[src/rtl/core/fptsg_pkg.sv]
// Shared types and constants for the triangle span generator.
// No dependencies.
package fptsg_pkg;

    localparam int COORD_BITS = 12;
    localparam int FRAC_BITS  = 16;
    localparam int EDGE_W     = 32;
    localparam int CLIP_W     = 11;
    localparam int WORD_W     = 32;
    localparam int PITCH_W    = 16;
    localparam int CFG_IDX_W  = 3;
    localparam int DIV_W      = COORD_BITS + FRAC_BITS;
    localparam int DIV_CNT_W  = $clog2(DIV_W + 1);

    typedef logic signed [COORD_BITS-1:0] coord_t;
    typedef logic signed [COORD_BITS:0]   diff_t;
    typedef logic signed [EDGE_W-1:0]     edge_t;
    typedef logic signed [EDGE_W:0]       sx_t;
    typedef logic [CLIP_W-1:0]            clip_t;
    typedef logic [WORD_W-1:0]            word_t;
    typedef logic [PITCH_W-1:0]           pitch_t;

    localparam sx_t ROUND_HALF = sx_t'(1) <<< (FRAC_BITS - 1);

    typedef enum logic [1:0] {
        STATUS_IDLE     = 2'd0,
        STATUS_ACCEPTED = 2'd1,
        STATUS_NOTHING  = 2'd2,
        STATUS_SPAN     = 2'd3
    } status_t;

    typedef enum logic [CFG_IDX_W-1:0] {
        CFG_CLIP_MIN_X = 3'd0,
        CFG_CLIP_MAX_X = 3'd1,
        CFG_CLIP_MIN_Y = 3'd2,
        CFG_CLIP_MAX_Y = 3'd3,
        CFG_FRAME_BASE = 3'd4,
        CFG_LINE_PITCH = 3'd5
    } cfg_reg_t;

    localparam logic CMD_LOAD = 1'b0;
    localparam logic CMD_SPAN = 1'b1;

    typedef enum logic [1:0] {
        KIND_FLAT_TOP,
        KIND_FLAT_BOTTOM,
        KIND_GENERAL
    } kind_t;

    typedef enum logic [3:0] {
        S_IDLE,
        S_DIV_L,
        S_WAIT_L,
        S_DIV_R,
        S_WAIT_R,
        S_MUL_L,
        S_ADD_L,
        S_MUL_R,
        S_ADD_R,
        S_MUL_A,
        S_FINISH,
        S_REST_DIV,
        S_REST_WAIT,
        S_RESP
    } state_t;

    typedef struct packed {
        logic   command;
        coord_t vert_a_x;
        coord_t vert_a_y;
        coord_t vert_b_x;
        coord_t vert_b_y;
        coord_t vert_c_x;
        coord_t vert_c_y;
        word_t  fill_color;
    } in_item_t;

    typedef struct packed {
        status_t status;
        coord_t  span_y;
        coord_t  x_start;
        coord_t  x_end;
        word_t   row_address;
        word_t   span_color;
        logic    last_span;
    } out_item_t;

    // Divider request and response
    typedef struct packed {
        logic  start;
        diff_t dx;
        diff_t dy;
    } div_req_t;

    typedef struct packed {
        logic  done;
        edge_t quo;
    } div_rsp_t;

endpackage

[src/rtl/core/fptsg_divider.sv]
// Bit-serial truncating divider: (dx << FRAC_BITS) / dy, zero when dy <= 0.
// Depends on fptsg_pkg.
module fptsg_divider (
    input  logic                aclk,
    input  logic                aresetn,
    input  fptsg_pkg::div_req_t req,
    output fptsg_pkg::div_rsp_t rsp
);
    import fptsg_pkg::*;

    logic                   busy_reg, busy_next;
    logic                   done_reg, done_next;
    logic [DIV_CNT_W-1:0]   cnt_reg, cnt_next;
    logic [DIV_W-1:0]       num_reg, num_next;
    logic [COORD_BITS-1:0]  rem_reg, rem_next;
    logic [COORD_BITS-1:0]  den_reg, den_next;
    logic                   neg_reg, neg_next;
    logic                   zero_reg, zero_next;
    logic [COORD_BITS:0]    trial;
    logic [COORD_BITS:0]    trial_sub;
    logic [COORD_BITS-1:0]  mag;
    edge_t                  quo_mag;

    // One quotient bit per cycle, restoring form
    always_comb begin
        busy_next = busy_reg;
        done_next = 1'b0;
        cnt_next  = cnt_reg;
        num_next  = num_reg;
        rem_next  = rem_reg;
        den_next  = den_reg;
        neg_next  = neg_reg;
        zero_next = zero_reg;
        mag       = req.dx[COORD_BITS] ? COORD_BITS'(-req.dx) : req.dx[COORD_BITS-1:0];
        trial     = {rem_reg, num_reg[DIV_W-1]};
        trial_sub = trial - {1'b0, den_reg};
        if (req.start) begin
            busy_next = 1'b1;
            cnt_next  = DIV_CNT_W'(DIV_W);
            num_next  = {mag, {FRAC_BITS{1'b0}}};
            rem_next  = '0;
            den_next  = req.dy[COORD_BITS-1:0];
            neg_next  = req.dx[COORD_BITS];
            zero_next = (req.dy <= 0);
        end else if (busy_reg) begin
            if (trial >= {1'b0, den_reg}) begin
                rem_next = trial_sub[COORD_BITS-1:0];
                num_next = {num_reg[DIV_W-2:0], 1'b1};
            end else begin
                rem_next = trial[COORD_BITS-1:0];
                num_next = {num_reg[DIV_W-2:0], 1'b0};
            end
            cnt_next = cnt_reg - 1'b1;
            if (cnt_reg == DIV_CNT_W'(1)) begin
                busy_next = 1'b0;
                done_next = 1'b1;
            end
        end
    end

    always_ff @(posedge aclk) begin
        if (!aresetn) begin
            busy_reg <= 1'b0;
            done_reg <= 1'b0;
            cnt_reg  <= '0;
        end else begin
            busy_reg <= busy_next;
            done_reg <= done_next;
            cnt_reg  <= cnt_next;
        end
        num_reg  <= num_next;
        rem_reg  <= rem_next;
        den_reg  <= den_next;
        neg_reg  <= neg_next;
        zero_reg <= zero_next;
    end

    // Sign and zero fix-up of the quotient
    always_comb begin
        quo_mag  = edge_t'(num_reg);
        rsp.done = done_reg;
        if (zero_reg) begin
            rsp.quo = '0;
        end else if (neg_reg) begin
            rsp.quo = -quo_mag;
        end else begin
            rsp.quo = quo_mag;
        end
    end

endmodule

[src/rtl/core/fixed_point_triangle_span_generator.sv]
// Top level of the flat-shaded triangle span generator.
// Depends on fptsg_pkg and fptsg_divider.
//
// Usage:
//   s_* channel takes requests: command 0 loads a triangle (three integer
//   vertices and a color), command 1 asks for the next span.
//   m_* channel returns exactly one result per request: load status
//   (accepted or nothing to draw), a span, or idle for a span request
//   with no active triangle.
//   cfg_* channel writes clip rectangle, frame base and line pitch; it is
//   always ready and should only be written while the block is idle.
// Request flow:
//   One request at a time; s_ready is low from acceptance until the result
//   is taken. A rejected load goes straight to its result. An accepted load
//   runs two slope divisions in the shared bit-serial divider (one quotient
//   bit a cycle) and three passes through the shared multiplier. A span
//   request emits its span; the span on the middle vertex line also waits
//   for the divider to compute the new edge slope.
// Reset clears all control state and the clip registers to 0/639/0/479.
// A stalled receiver holds the result in the output register; no new
// request is taken until it drains.
module fixed_point_triangle_span_generator (
    input  logic                        aclk,
    input  logic                        aresetn,
    input  logic                        s_valid,
    output logic                        s_ready,
    input  fptsg_pkg::in_item_t         s_data,
    output logic                        m_valid,
    input  logic                        m_ready,
    output fptsg_pkg::out_item_t        m_data,
    input  logic                        cfg_valid,
    output logic                        cfg_ready,
    input  logic [fptsg_pkg::CFG_IDX_W-1:0] cfg_index,
    input  logic [fptsg_pkg::WORD_W-1:0]    cfg_data
);
    import fptsg_pkg::*;

    function automatic diff_t clip_ext(input clip_t v);
        return diff_t'({1'b0, v});
    endfunction

    function automatic edge_t fix(input coord_t v);
        return edge_t'(v) <<< FRAC_BITS;
    endfunction

    // Configuration registers
    clip_t  clip_min_x_reg, clip_max_x_reg, clip_min_y_reg, clip_max_y_reg;
    word_t  frame_base_reg;
    pitch_t line_pitch_reg;

    // Triangle state
    state_t    state_reg, state_next;
    coord_t    sx_reg[3], sx_next[3];
    coord_t    sy_reg[3], sy_next[3];
    kind_t     kind_reg, kind_next;
    word_t     color_reg, color_next;
    edge_t     edge_l_reg, edge_l_next, edge_r_reg, edge_r_next;
    edge_t     slope_l_reg, slope_l_next, slope_r_reg, slope_r_next;
    coord_t    cur_line_reg, cur_line_next;
    coord_t    end_line_reg, end_line_next;
    logic      right_reg, right_next;
    logic      armed_reg, armed_next;
    logic      busy_reg, busy_next;
    word_t     line_addr_reg, line_addr_next;
    edge_t     prod_reg, prod_next;
    out_item_t result_reg, result_next;

    div_req_t  div_req;
    div_rsp_t  div_rsp;

    // Setup terms derived from the sorted vertices
    diff_t     mny, mxy;
    logic      general, y1_clip, y0_clip;
    diff_t     dx_l, dy_l, dx_r, dy_r, dd_l, dd_r;
    coord_t    base_l, base_r, ys;
    logic [COORD_BITS-1:0] d_l, d_r;
    logic      swap;

    // Sort and reject terms from the incoming request
    coord_t    vx[3], vy[3];
    coord_t    tx, ty;
    diff_t     mnx_in, mxx_in;
    logic      reject, degenerate;
    kind_t     kind_in;

    // Span terms
    sx_t       sum_l, sum_r, xs, xe;
    diff_t     next_line;

    // Shared multiplier
    edge_t                   mul_a;
    logic [COORD_BITS-1:0]   mul_b;
    logic signed [EDGE_W+COORD_BITS:0] mul_full;

    fptsg_divider u_div (
        .aclk    (aclk),
        .aresetn (aresetn),
        .req     (div_req),
        .rsp     (div_rsp)
    );

    // Configuration writes
    assign cfg_ready = 1'b1;

    always_ff @(posedge aclk) begin
        if (!aresetn) begin
            clip_min_x_reg <= clip_t'(0);
            clip_max_x_reg <= clip_t'(639);
            clip_min_y_reg <= clip_t'(0);
            clip_max_y_reg <= clip_t'(479);
            frame_base_reg <= '0;
            line_pitch_reg <= pitch_t'(640);
        end else if (cfg_valid && cfg_ready) begin
            case (cfg_reg_t'(cfg_index))
                CFG_CLIP_MIN_X: clip_min_x_reg <= cfg_data[CLIP_W-1:0];
                CFG_CLIP_MAX_X: clip_max_x_reg <= cfg_data[CLIP_W-1:0];
                CFG_CLIP_MIN_Y: clip_min_y_reg <= cfg_data[CLIP_W-1:0];
                CFG_CLIP_MAX_Y: clip_max_y_reg <= cfg_data[CLIP_W-1:0];
                CFG_FRAME_BASE: frame_base_reg <= cfg_data;
                CFG_LINE_PITCH: line_pitch_reg <= cfg_data[PITCH_W-1:0];
                default: ;
            endcase
        end
    end

    // Trivial reject, sort by y, classify
    always_comb begin
        vx[0] = s_data.vert_a_x; vy[0] = s_data.vert_a_y;
        vx[1] = s_data.vert_b_x; vy[1] = s_data.vert_b_y;
        vx[2] = s_data.vert_c_x; vy[2] = s_data.vert_c_y;
        mnx_in = clip_ext(clip_min_x_reg);
        mxx_in = clip_ext(clip_max_x_reg);
        reject = (diff_t'(vy[0]) < mny && diff_t'(vy[1]) < mny && diff_t'(vy[2]) < mny) ||
                 (diff_t'(vy[0]) > mxy && diff_t'(vy[1]) > mxy && diff_t'(vy[2]) > mxy) ||
                 (diff_t'(vx[0]) < mnx_in && diff_t'(vx[1]) < mnx_in &&
                  diff_t'(vx[2]) < mnx_in) ||
                 (diff_t'(vx[0]) > mxx_in && diff_t'(vx[1]) > mxx_in &&
                  diff_t'(vx[2]) > mxx_in);
        degenerate = (vx[0] == vx[1] && vx[1] == vx[2]) ||
                     (vy[0] == vy[1] && vy[1] == vy[2]);
        if (vy[1] < vy[0]) begin
            tx = vx[0]; ty = vy[0]; vx[0] = vx[1]; vy[0] = vy[1]; vx[1] = tx; vy[1] = ty;
        end
        if (vy[2] < vy[0]) begin
            tx = vx[0]; ty = vy[0]; vx[0] = vx[2]; vy[0] = vy[2]; vx[2] = tx; vy[2] = ty;
        end
        if (vy[2] < vy[1]) begin
            tx = vx[1]; ty = vy[1]; vx[1] = vx[2]; vy[1] = vy[2]; vx[2] = tx; vy[2] = ty;
        end
        tx = vx[0]; ty = vy[0];
        if (vy[0] == vy[1]) begin
            kind_in = KIND_FLAT_TOP;
            if (vx[1] < vx[0]) begin
                tx = vx[0]; vx[0] = vx[1]; vx[1] = tx;
            end
        end else if (vy[1] == vy[2]) begin
            kind_in = KIND_FLAT_BOTTOM;
            if (vx[2] < vx[1]) begin
                tx = vx[1]; vx[1] = vx[2]; vx[2] = tx;
            end
        end else begin
            kind_in = KIND_GENERAL;
        end
    end

    // Edge setup terms
    always_comb begin
        mny     = clip_ext(clip_min_y_reg);
        mxy     = clip_ext(clip_max_y_reg);
        general = (kind_reg == KIND_GENERAL);
        y0_clip = diff_t'(sy_reg[0]) < mny;
        y1_clip = diff_t'(sy_reg[1]) < mny;
        dd_l    = y0_clip ? mny - diff_t'(sy_reg[0]) : '0;
        dd_r    = dd_l;
        base_l  = sx_reg[0];
        base_r  = sx_reg[0];
        dx_l    = diff_t'(sx_reg[1]) - diff_t'(sx_reg[0]);
        dy_l    = diff_t'(sy_reg[1]) - diff_t'(sy_reg[0]);
        dx_r    = diff_t'(sx_reg[2]) - diff_t'(sx_reg[0]);
        dy_r    = diff_t'(sy_reg[2]) - diff_t'(sy_reg[0]);
        if (kind_reg == KIND_FLAT_TOP) begin
            dx_l   = diff_t'(sx_reg[2]) - diff_t'(sx_reg[0]);
            dy_l   = diff_t'(sy_reg[2]) - diff_t'(sy_reg[0]);
            dx_r   = diff_t'(sx_reg[2]) - diff_t'(sx_reg[1]);
            base_r = sx_reg[1];
        end else if (kind_reg == KIND_FLAT_BOTTOM) begin
            dy_r   = diff_t'(sy_reg[1]) - diff_t'(sy_reg[0]);
        end else if (y1_clip) begin
            // top clip lies below the middle vertex
            dx_l   = diff_t'(sx_reg[2]) - diff_t'(sx_reg[1]);
            dy_l   = diff_t'(sy_reg[2]) - diff_t'(sy_reg[1]);
            base_l = sx_reg[1];
            dd_l   = mny - diff_t'(sy_reg[1]);
        end
        d_l  = dd_l[COORD_BITS-1:0];
        d_r  = dd_r[COORD_BITS-1:0];
        ys   = y0_clip ? coord_t'(mny) : sy_reg[0];
        swap = general && (y1_clip ? (slope_r_reg > slope_l_reg)
                                   : (slope_r_reg < slope_l_reg));
    end

    // Span x from rounded edges, clipped
    always_comb begin
        sum_l = sx_t'(edge_l_reg) + ROUND_HALF;
        sum_r = sx_t'(edge_r_reg) + ROUND_HALF;
        xs    = sum_l >>> FRAC_BITS;
        xe    = sum_r >>> FRAC_BITS;
        if (xs < sx_t'({1'b0, clip_min_x_reg})) begin
            xs = sx_t'({1'b0, clip_min_x_reg});
        end
        if (xe > sx_t'({1'b0, clip_max_x_reg})) begin
            xe = sx_t'({1'b0, clip_max_x_reg});
        end
        next_line = diff_t'(cur_line_reg) + diff_t'(1);
    end

    // Shared multiplier operand select
    always_comb begin
        mul_a = slope_l_reg;
        mul_b = d_l;
        case (state_reg)
            S_MUL_R: begin
                mul_a = slope_r_reg;
                mul_b = d_r;
            end
            S_MUL_A: begin
                mul_a = edge_t'(line_pitch_reg);
                mul_b = ys;
            end
            default: ;
        endcase
        mul_full = mul_a * $signed({1'b0, mul_b});
    end

    // Divider request select
    always_comb begin
        div_req.start = (state_reg == S_DIV_L) || (state_reg == S_DIV_R) ||
                        (state_reg == S_REST_DIV);
        div_req.dx = dx_l;
        div_req.dy = dy_l;
        case (state_reg)
            S_DIV_R: begin
                div_req.dx = dx_r;
                div_req.dy = dy_r;
            end
            S_REST_DIV: begin
                div_req.dx = diff_t'(sx_reg[2]) - diff_t'(sx_reg[1]);
                div_req.dy = diff_t'(sy_reg[2]) - diff_t'(sy_reg[1]);
            end
            default: ;
        endcase
    end

    // Sequencer
    always_comb begin
        state_next     = state_reg;
        sx_next        = sx_reg;
        sy_next        = sy_reg;
        kind_next      = kind_reg;
        color_next     = color_reg;
        edge_l_next    = edge_l_reg;
        edge_r_next    = edge_r_reg;
        slope_l_next   = slope_l_reg;
        slope_r_next   = slope_r_reg;
        cur_line_next  = cur_line_reg;
        end_line_next  = end_line_reg;
        right_next     = right_reg;
        armed_next     = armed_reg;
        busy_next      = busy_reg;
        line_addr_next = line_addr_reg;
        prod_next      = prod_reg;
        result_next    = result_reg;
        s_ready        = (state_reg == S_IDLE);
        m_valid        = (state_reg == S_RESP);

        case (state_reg)
            S_IDLE: begin
                if (s_valid) begin
                    result_next = '0;
                    if (s_data.command == CMD_LOAD) begin
                        sx_next    = vx;
                        sy_next    = vy;
                        kind_next  = kind_in;
                        color_next = s_data.fill_color;
                        busy_next  = 1'b0;
                        armed_next = 1'b0;
                        right_next = 1'b0;
                        if (reject || degenerate) begin
                            result_next.status = STATUS_NOTHING;
                            state_next = S_RESP;
                        end else begin
                            state_next = S_DIV_L;
                        end
                    end else if (!busy_reg) begin
                        result_next.status = STATUS_IDLE;
                        state_next = S_RESP;
                    end else begin
                        // emit span, then step edges
                        result_next.status      = STATUS_SPAN;
                        result_next.span_y      = cur_line_reg;
                        result_next.x_start     = xs[COORD_BITS-1:0];
                        result_next.x_end       = xe[COORD_BITS-1:0];
                        result_next.row_address = line_addr_reg;
                        result_next.span_color  = color_reg;
                        edge_l_next    = edge_l_reg + slope_l_reg;
                        edge_r_next    = edge_r_reg + slope_r_reg;
                        cur_line_next  = next_line[COORD_BITS-1:0];
                        line_addr_next = line_addr_reg + word_t'(line_pitch_reg);
                        if (next_line >= diff_t'(end_line_reg)) begin
                            busy_next = 1'b0;
                            result_next.last_span = 1'b1;
                        end
                        if (armed_reg && cur_line_reg == sy_reg[1]) begin
                            state_next = S_REST_DIV;
                        end else begin
                            state_next = S_RESP;
                        end
                    end
                end
            end
            S_DIV_L: state_next = S_WAIT_L;
            S_WAIT_L: begin
                if (div_rsp.done) begin
                    slope_l_next = div_rsp.quo;
                    state_next   = S_DIV_R;
                end
            end
            S_DIV_R: state_next = S_WAIT_R;
            S_WAIT_R: begin
                if (div_rsp.done) begin
                    slope_r_next = div_rsp.quo;
                    state_next   = S_MUL_L;
                end
            end
            S_MUL_L: begin
                prod_next  = mul_full[EDGE_W-1:0];
                state_next = S_ADD_L;
            end
            S_ADD_L: begin
                edge_l_next = prod_reg + fix(base_l);
                state_next  = S_MUL_R;
            end
            S_MUL_R: begin
                prod_next  = mul_full[EDGE_W-1:0];
                state_next = S_ADD_R;
            end
            S_ADD_R: begin
                edge_r_next = prod_reg + fix(base_r);
                state_next  = S_MUL_A;
            end
            S_MUL_A: begin
                prod_next  = mul_full[EDGE_W-1:0];
                state_next = S_FINISH;
            end
            S_FINISH: begin
                // left/right swap for a general triangle, then line range
                if (swap) begin
                    slope_l_next = slope_r_reg;
                    slope_r_next = slope_l_reg;
                    edge_l_next  = edge_r_reg;
                    edge_r_next  = edge_l_reg;
                    right_next   = 1'b1;
                end
                armed_next     = general;
                end_line_next  = (diff_t'(sy_reg[2]) > mxy) ? coord_t'(mxy) : sy_reg[2];
                cur_line_next  = ys;
                line_addr_next = frame_base_reg + word_t'(prod_reg);
                if (ys >= end_line_next) begin
                    result_next.status = STATUS_NOTHING;
                end else begin
                    result_next.status = STATUS_ACCEPTED;
                    busy_next = 1'b1;
                end
                state_next = S_RESP;
            end
            S_REST_DIV: state_next = S_REST_WAIT;
            S_REST_WAIT: begin
                // middle vertex reached: new edge from middle to bottom
                if (div_rsp.done) begin
                    if (right_reg) begin
                        slope_r_next = div_rsp.quo;
                        edge_r_next  = fix(sx_reg[1]) + div_rsp.quo;
                    end else begin
                        slope_l_next = div_rsp.quo;
                        edge_l_next  = fix(sx_reg[1]) + div_rsp.quo;
                    end
                    state_next = S_RESP;
                end
            end
            S_RESP: begin
                if (m_ready) begin
                    state_next = S_IDLE;
                end
            end
            default: state_next = S_IDLE;
        endcase
    end

    assign m_data = result_reg;

    always_ff @(posedge aclk) begin
        if (!aresetn) begin
            state_reg <= S_IDLE;
            busy_reg  <= 1'b0;
            armed_reg <= 1'b0;
            right_reg <= 1'b0;
        end else begin
            state_reg <= state_next;
            busy_reg  <= busy_next;
            armed_reg <= armed_next;
            right_reg <= right_next;
        end
        sx_reg        <= sx_next;
        sy_reg        <= sy_next;
        kind_reg      <= kind_next;
        color_reg     <= color_next;
        edge_l_reg    <= edge_l_next;
        edge_r_reg    <= edge_r_next;
        slope_l_reg   <= slope_l_next;
        slope_r_reg   <= slope_r_next;
        cur_line_reg  <= cur_line_next;
        end_line_reg  <= end_line_next;
        line_addr_reg <= line_addr_next;
        prod_reg      <= prod_next;
        result_reg    <= result_next;
    end

endmodule

[config.mk]
export PLATFORM = sky130hd
export DESIGN_NAME = fixed_point_triangle_span_generator
export DESIGN_NICKNAME = d
export VERILOG_FILES = /design/src/rtl/core/fptsg_pkg.sv /design/src/rtl/core/fptsg_divider.sv /design/src/rtl/core/fixed_point_triangle_span_generator.sv
export SDC_FILE = /design/constraint.sdc
export NUM_CORES = 2
export LEC_CHECK = 0
export BUFFER_PORTS_ARGS = -buffer_cell sky130_fd_sc_hd__buf_2
export CAP_MARGIN = 15
export CORE_ASPECT_RATIO = 0.5
export CORE_MARGIN = 5
export CORE_UTILIZATION = 45
export DETAILED_ROUTE_END_ITERATION = 8
export GPL_TIMING_DRIVEN = 0
export SETUP_SLACK_MARGIN = 0.5
export SLEW_MARGIN = 5
export SYNTH_ARGS = -nofsm -noshare
export SYNTH_HDL_FRONTEND = slang
export SYNTH_SLANG_ARGS = --single-unit
[constraint.sdc]
create_clock -name aclk -period 14.9 [get_ports aclk]
set_input_delay 2.98 -clock aclk [delete_from_list [all_inputs] [get_ports aclk]]
set_output_delay 2.98 -clock aclk [all_outputs]
set_load 0.03 [all_outputs]
; Word-level counts from Yosys, hierarchy flattened
; Index checks and enable logic that the tools add are counted.
[classes]
addsub = 22
mul = 1
div = 0
order_cmp = 28
n_eq_ne = 40
shift = 0
mux = 114
n_bitwise = 4
n_reduce_logical = 52
[ops]
columns = op, count
row1 = 32-bit 2-to-1 mux, 24
row2 = 12-bit 2-to-1 mux, 24
row3 = 32-bit case mux with 4 select lines, 2
row4 = 101-bit 2-to-1 mux, 2
row5 = 32-bit case mux with 3 select lines, 2
row6 = 24-bit 2-to-1 mux, 7
row7 = 12-bit less-than comparator, 13
row8 = 32-bit case mux with 2 select lines, 2
row9 = 13-bit 2-to-1 mux, 9
row10 = 103-bit 2-to-1 mux, 1
row11 = 32-bit adder, 3
row12 = 12-bit == test, 7
row13 = 12-bit > comparator, 7
row14 = 12-bit by 12-bit subtractor with 13-bit output, 6
row15 = "32-bit by 17-bit adder with 33-bit output, second input constant", 2
row16 = 32-bit by 28-bit adder with 32-bit output, 2
row17 = 28-bit 2-to-1 mux, 2
row18 = 4-bit case mux with 14 select lines, 1
row19 = 26-bit case mux with 2 select lines, 1
row20 = 12-bit case mux with 2 select lines, 2
row21 = 12-bit subtractor, 3
row22 = 28-bit by 32-bit adder with 32-bit output, 1
row23 = 32-bit by 16-bit adder with 32-bit output, 1
row24 = 32-bit > comparator, 1
row25 = 46 further kinds, 136
[word_totals]
regBits = 585
latch_bits = 0
ram_bits = 0
mem_bits_ro = 0
in_bits = 145
out_inout_bits = 106
wordCells = 306
mem_count = 0

; Longest topological paths before layout
[logic_depth]
ltp_word = 11
ltp_mapped = 55
depth_no_buf = 42

; Cells and area by module
; A second synthesis with hierarchy kept.
[hier_totals]
hier_cells = 6561
area_unflattened_um2 = 57227.4
[modules_own_cells]
columns = module, instances, cells_per_inst, area_per_inst_um2, seq_area_each_um2
row1 = fixed_point_triangle_span_generator, 1, 6130, 53342.4, 14744.1
row2 = fptsg_divider, 1, 431, 3885.0, 1481.4

; Worst setup path before layout
; OpenSTA, ideal clock, no wires.
[synth_path]
kind = input-to-reg
start = in s_data[91] (netlist name)
end = reg sx_reg[24] (netlist name), data pin
arrival_ns = 12.606
setup_slack_ns = 2.038
stages = 51
n_path_buf = 12
cell_sequence = clkbuf_1 > inv_1 > ha_1 > buf_2 > inv_1 > a21oi_1 > a2111oi_4 > a21oi_4 > buf_4 > clkbuf_1 > clkbuf_1 > mux2i_1 > ha_1 > a2111oi_0 > nand2_1 > mux2i_1 > o41a_1 > a22o_1 > [15 not listed] > o21ai_0 > inv_1 > ha_1 > a21o_1 > a21oi_1 > nor2b_1 > o21ai_0 > nand2b_1 > a21oi_1 > nor2b_1 > o21ai_0 > o211ai_1 > mux2i_1 > or4b_1 > buf_2 > mux2i_1 > o22ai_1 > a31o_1
[synth_lines]
columns = item, line
row1 = "start, declared", fixed_point_triangle_span_generator.sv:27  ; input fptsg_pkg::in_item_t s_data,
row2 = "end signal, assigned", fixed_point_triangle_span_generator.sv:413  ; sx_reg <= sx_next;
row3 = "end, declared", fixed_point_triangle_span_generator.sv:53  ; coord_t sx_reg[3], sx_next[3];

==> results.json <==
{
  "status": "finished clean",
  "cap_violations": 0,
  "synthesis.area_um2": 57000,
  "finalMaxSlewViolations": 0,
  "synth_top_area_share": 0.238,
  "grt_use_met3": 0.0577,
  "rsz0062_at_grt": "false",
  "cp_data_required_time_ps": 15310,
  "ctsHoldBuffers": 0,
  "cts_made_buffers": 59,
  "timing.rr.start": "clip_min_y_reg[0]",
  "hold_path_depth": 2,
  "htreeDepth": 2,
  "busiest_layer": "met2",
  "fin_nets": 7852,
  "hold_path_class": "register to register",
  "drc": 0,
  "synth_nets": 7506,
  "slowest_delay_ps": 480,
  "clock_latency_ps": 690,
  "yosysSeqAreaShare": 0.285,
  "setup_viol_count_final": 0,
  "grt_max_degree": 64,
  "fin_worst_hold_slack_ps": 470,
  "clkSinkCount": 585,
  "start_util": 0.453,
  "synth_cells": 6496,
  "cts_tree": "built",
  "gp_congestion": 1.01,
  "portBuffers": 246,
  "fin_crit_ps": 13750,
  "grt-ovfl-total": 0,
  "antenna_found_initial": 9,
  "use_met1": 0.474,
  "holdPathEnd": "frame_base_reg[15]",
  "antenna_left": 0,
  "synth_ff_type": "edfxtp_1",
  "ys_types": 94,
  "hold_start": "frame_base_reg[15]",
  "area.sequential_um2": 16200,
  "area.growth.synth_to_final_pct": 10.4,
  "vias": 51800,
  "async_flop_share": 0,
  "yosysWarnings": 0,
  "synth_enable_flop_cells": 451,
  "hold_viol": 0,
  "crit_top_cell": "buf_2",
  "worst_pin_slew_ps": 1310,
  "crit_path_max_fanout": 10,
  "r2r_cells": 39,
  "die_area_um2": 134000,
  "setup_slack_ps": 1150,
  "vias_per_cell": 6.03,
  "yosysTopAreaCell": "edfxtp_1",
  "critPathCaptureType": "register",
  "grt_pass1_wl_um": 332000,
  "worstPathArrival_ps": 14160,
  "dp_slack_ps": -1820,
  "ctsLongestPathBuffers": 3,
  "drive_gt1_frac": 0.0716,
  "cts_root_buffer": "clkbuf_16",
  "postLayoutCellArea_um2": 62900,
  "multi_input_comb_area_um2": 37500,
  "slowest_stage": "a311oi_4",
  "startpoint_type": "input port",
  "relSlewSlack": 0.124,
  "clock.fmax_mhz": 72.7,
  "fillers": 12000,
  "fin_crit_sh": 0.923,
  "coreArea_um2": 126000,
  "synthTopCellsByArea": "edfxtp_1 (24%), ha_1 (13%), fa_1 (8.9%), nand2_1 (5.0%), dfxtp_1 (4.7%)",
  "drtIter0Drc": 5286,
  "r2r-end": "prod_reg[30]",
  "drtPass1Iterations": 6,
  "use_met2": 0.523,
  "ff2ff_setup_slack_ps": 3170,
  "finalWirelength_um": 231000,
  "ios": 251,
  "path_clk_slew_ps": 60,
  "crit_type": "input port to register",
  "ys_ff_latch": 585,
  "dpl_cell_area_um2": 60800,
  "chipWidth_um": 513,
  "hpwl_um": 191000,
  "grt_pass1_vias": 49700,
  "fin_skew_ps": 39.3,
  "grtUsageTotal": 0.334,
  "largest_register_ffs": 103,
  "num_rows": 92,
  "syn_avg_cell_area_um2": 8.77,
  "tns_ps": 0,
  "fp.dieH_um": 262,
  "detail_route.wl_per_cell_um": 26.9
}
critical path, delay by kind of cell:
kind,cells,cell delay [ps]
compound gates,22,4720
buf+inv,12,3120
fa+ha+maj,4,1270
simple gates,9,1220
mux,3,770
repair_timing:
action	4_1_cts	5_1_grt
gates resized for setup	16	18
pin swaps	0	4
buffers inserted	0	8
setup endpoints to repair	36	33
area by class of cell:
| class | count | area share |
|---|---|---|
| clock buffer | 77 | 0.0261 |
| antenna | 4 | 0.000159 |
| tap | 1692 | 0.0337 |
| sequential | 585 | 0.258 |
| clock inverter | 32 | 0.00436 |
| multi-input combinational | 5026 | 0.597 |
| timing repair buffer | 285 | 0.0272 |
| inverter | 632 | 0.0378 |
| buffer | 253 | 0.0161 |
cells in the final DEF (no fill, tap or decap), types with 26 or more instances in the layout:
| cell | instances |
|---|---|
| a211oi_1 | 40 |
| a21boi_0 | 114 |
| a21o_1 | 196 |
| a21oi_1 | 387 |
| a221oi_1 | 26 |
| a22oi_1 | 42 |
| a31oi_1 | 38 |
| and2_1 | 69 |
| and3_1 | 135 |
| buf_1 | 27 |
| buf_2 | 259 |
| clkbuf_1 | 205 |
| clkbuf_16 | 62 |
| dfxtp_1 | 134 |
| edfxtp_1 | 451 |
| fa_1 | 254 |
| ha_1 | 611 |
| inv_1 | 631 |
| mux2i_1 | 109 |
| nand2_1 | 752 |
| nand2b_1 | 84 |
| nand3_1 | 132 |
| nand4_1 | 53 |
| nor2_1 | 460 |
| nor2b_1 | 80 |
| nor3_1 | 137 |
| o211ai_1 | 48 |
| o21a_1 | 103 |
| o21ai_0 | 351 |
| o21bai_1 | 31 |
| o22ai_1 | 28 |
| o31ai_1 | 35 |
| or3_1 | 48 |
| xnor2_1 | 201 |
| xor2_1 | 136 |
metrics by stage:
| stage | util | instances |
|---|---|---|
| 2_1_floorplan | - | 6496 |
| 5_1_grt | 0.500 | 8582 |
| 3_3_place_gp | 0.479 | 8434 |
| 6_report | 0.500 | 8586 |
| 4_1_cts | 0.499 | 8570 |
| 3_5_place_dp | 0.483 | 8461 |
cells by family (layout without fill, tap and decap cells):
group,Yosys count,count (layout),share of synthesized area
buffers and inverters,885,1279,0.0588
multiplexers,138,138,0.0248
XOR/XNOR,339,339,0.0526
adder cells (fa/ha/maj),865,865,0.223
AO/OA/AOI/OAI,1626,1626,0.186
other,2,6,0.000132
flip-flops,585,585,0.285
AND/OR/NAND/NOR,2056,2056,0.169
Yosys cell counts, drive strengths merged, types with 135 or more instances:
cell type and n:
nor2 463, and3 135, a21o 196, fa 254
inv 631, xor2 136, clkbuf 210, nor3 144
a21oi 391, xnor2 201, ha 611, edfxtp 451
nand2 752, o21ai 364
how the worst max path moves through the flow:
stage	start	endpoint	depth (start not counted)
after floorplan	s_data[91]	sx_reg[24]	51
after global placement	s_data[91]	sx_reg[15]	51
after detailed placement	s_data[91]	sx_reg[14]	52
after CTS	s_data[89]	sx_reg[14]	52
after global routing	s_data[89]	sx_reg[24]	53
final	s_data[89]	sx_reg[24]	50
metal layers:
| metal | share of wire | wire, µm |
|---|---|---|
| met1 | 0.45 | 103000 |
| met2 | 0.43 | 99400 |
| met3 | 0.089 | 20600 |
| met4 | 0.036 | 8400 |
| met5 | 0 | 0 |
Power is not shown: default switching activity piles up to over one toggle a cycle in this logic, so the estimate is an artifact.
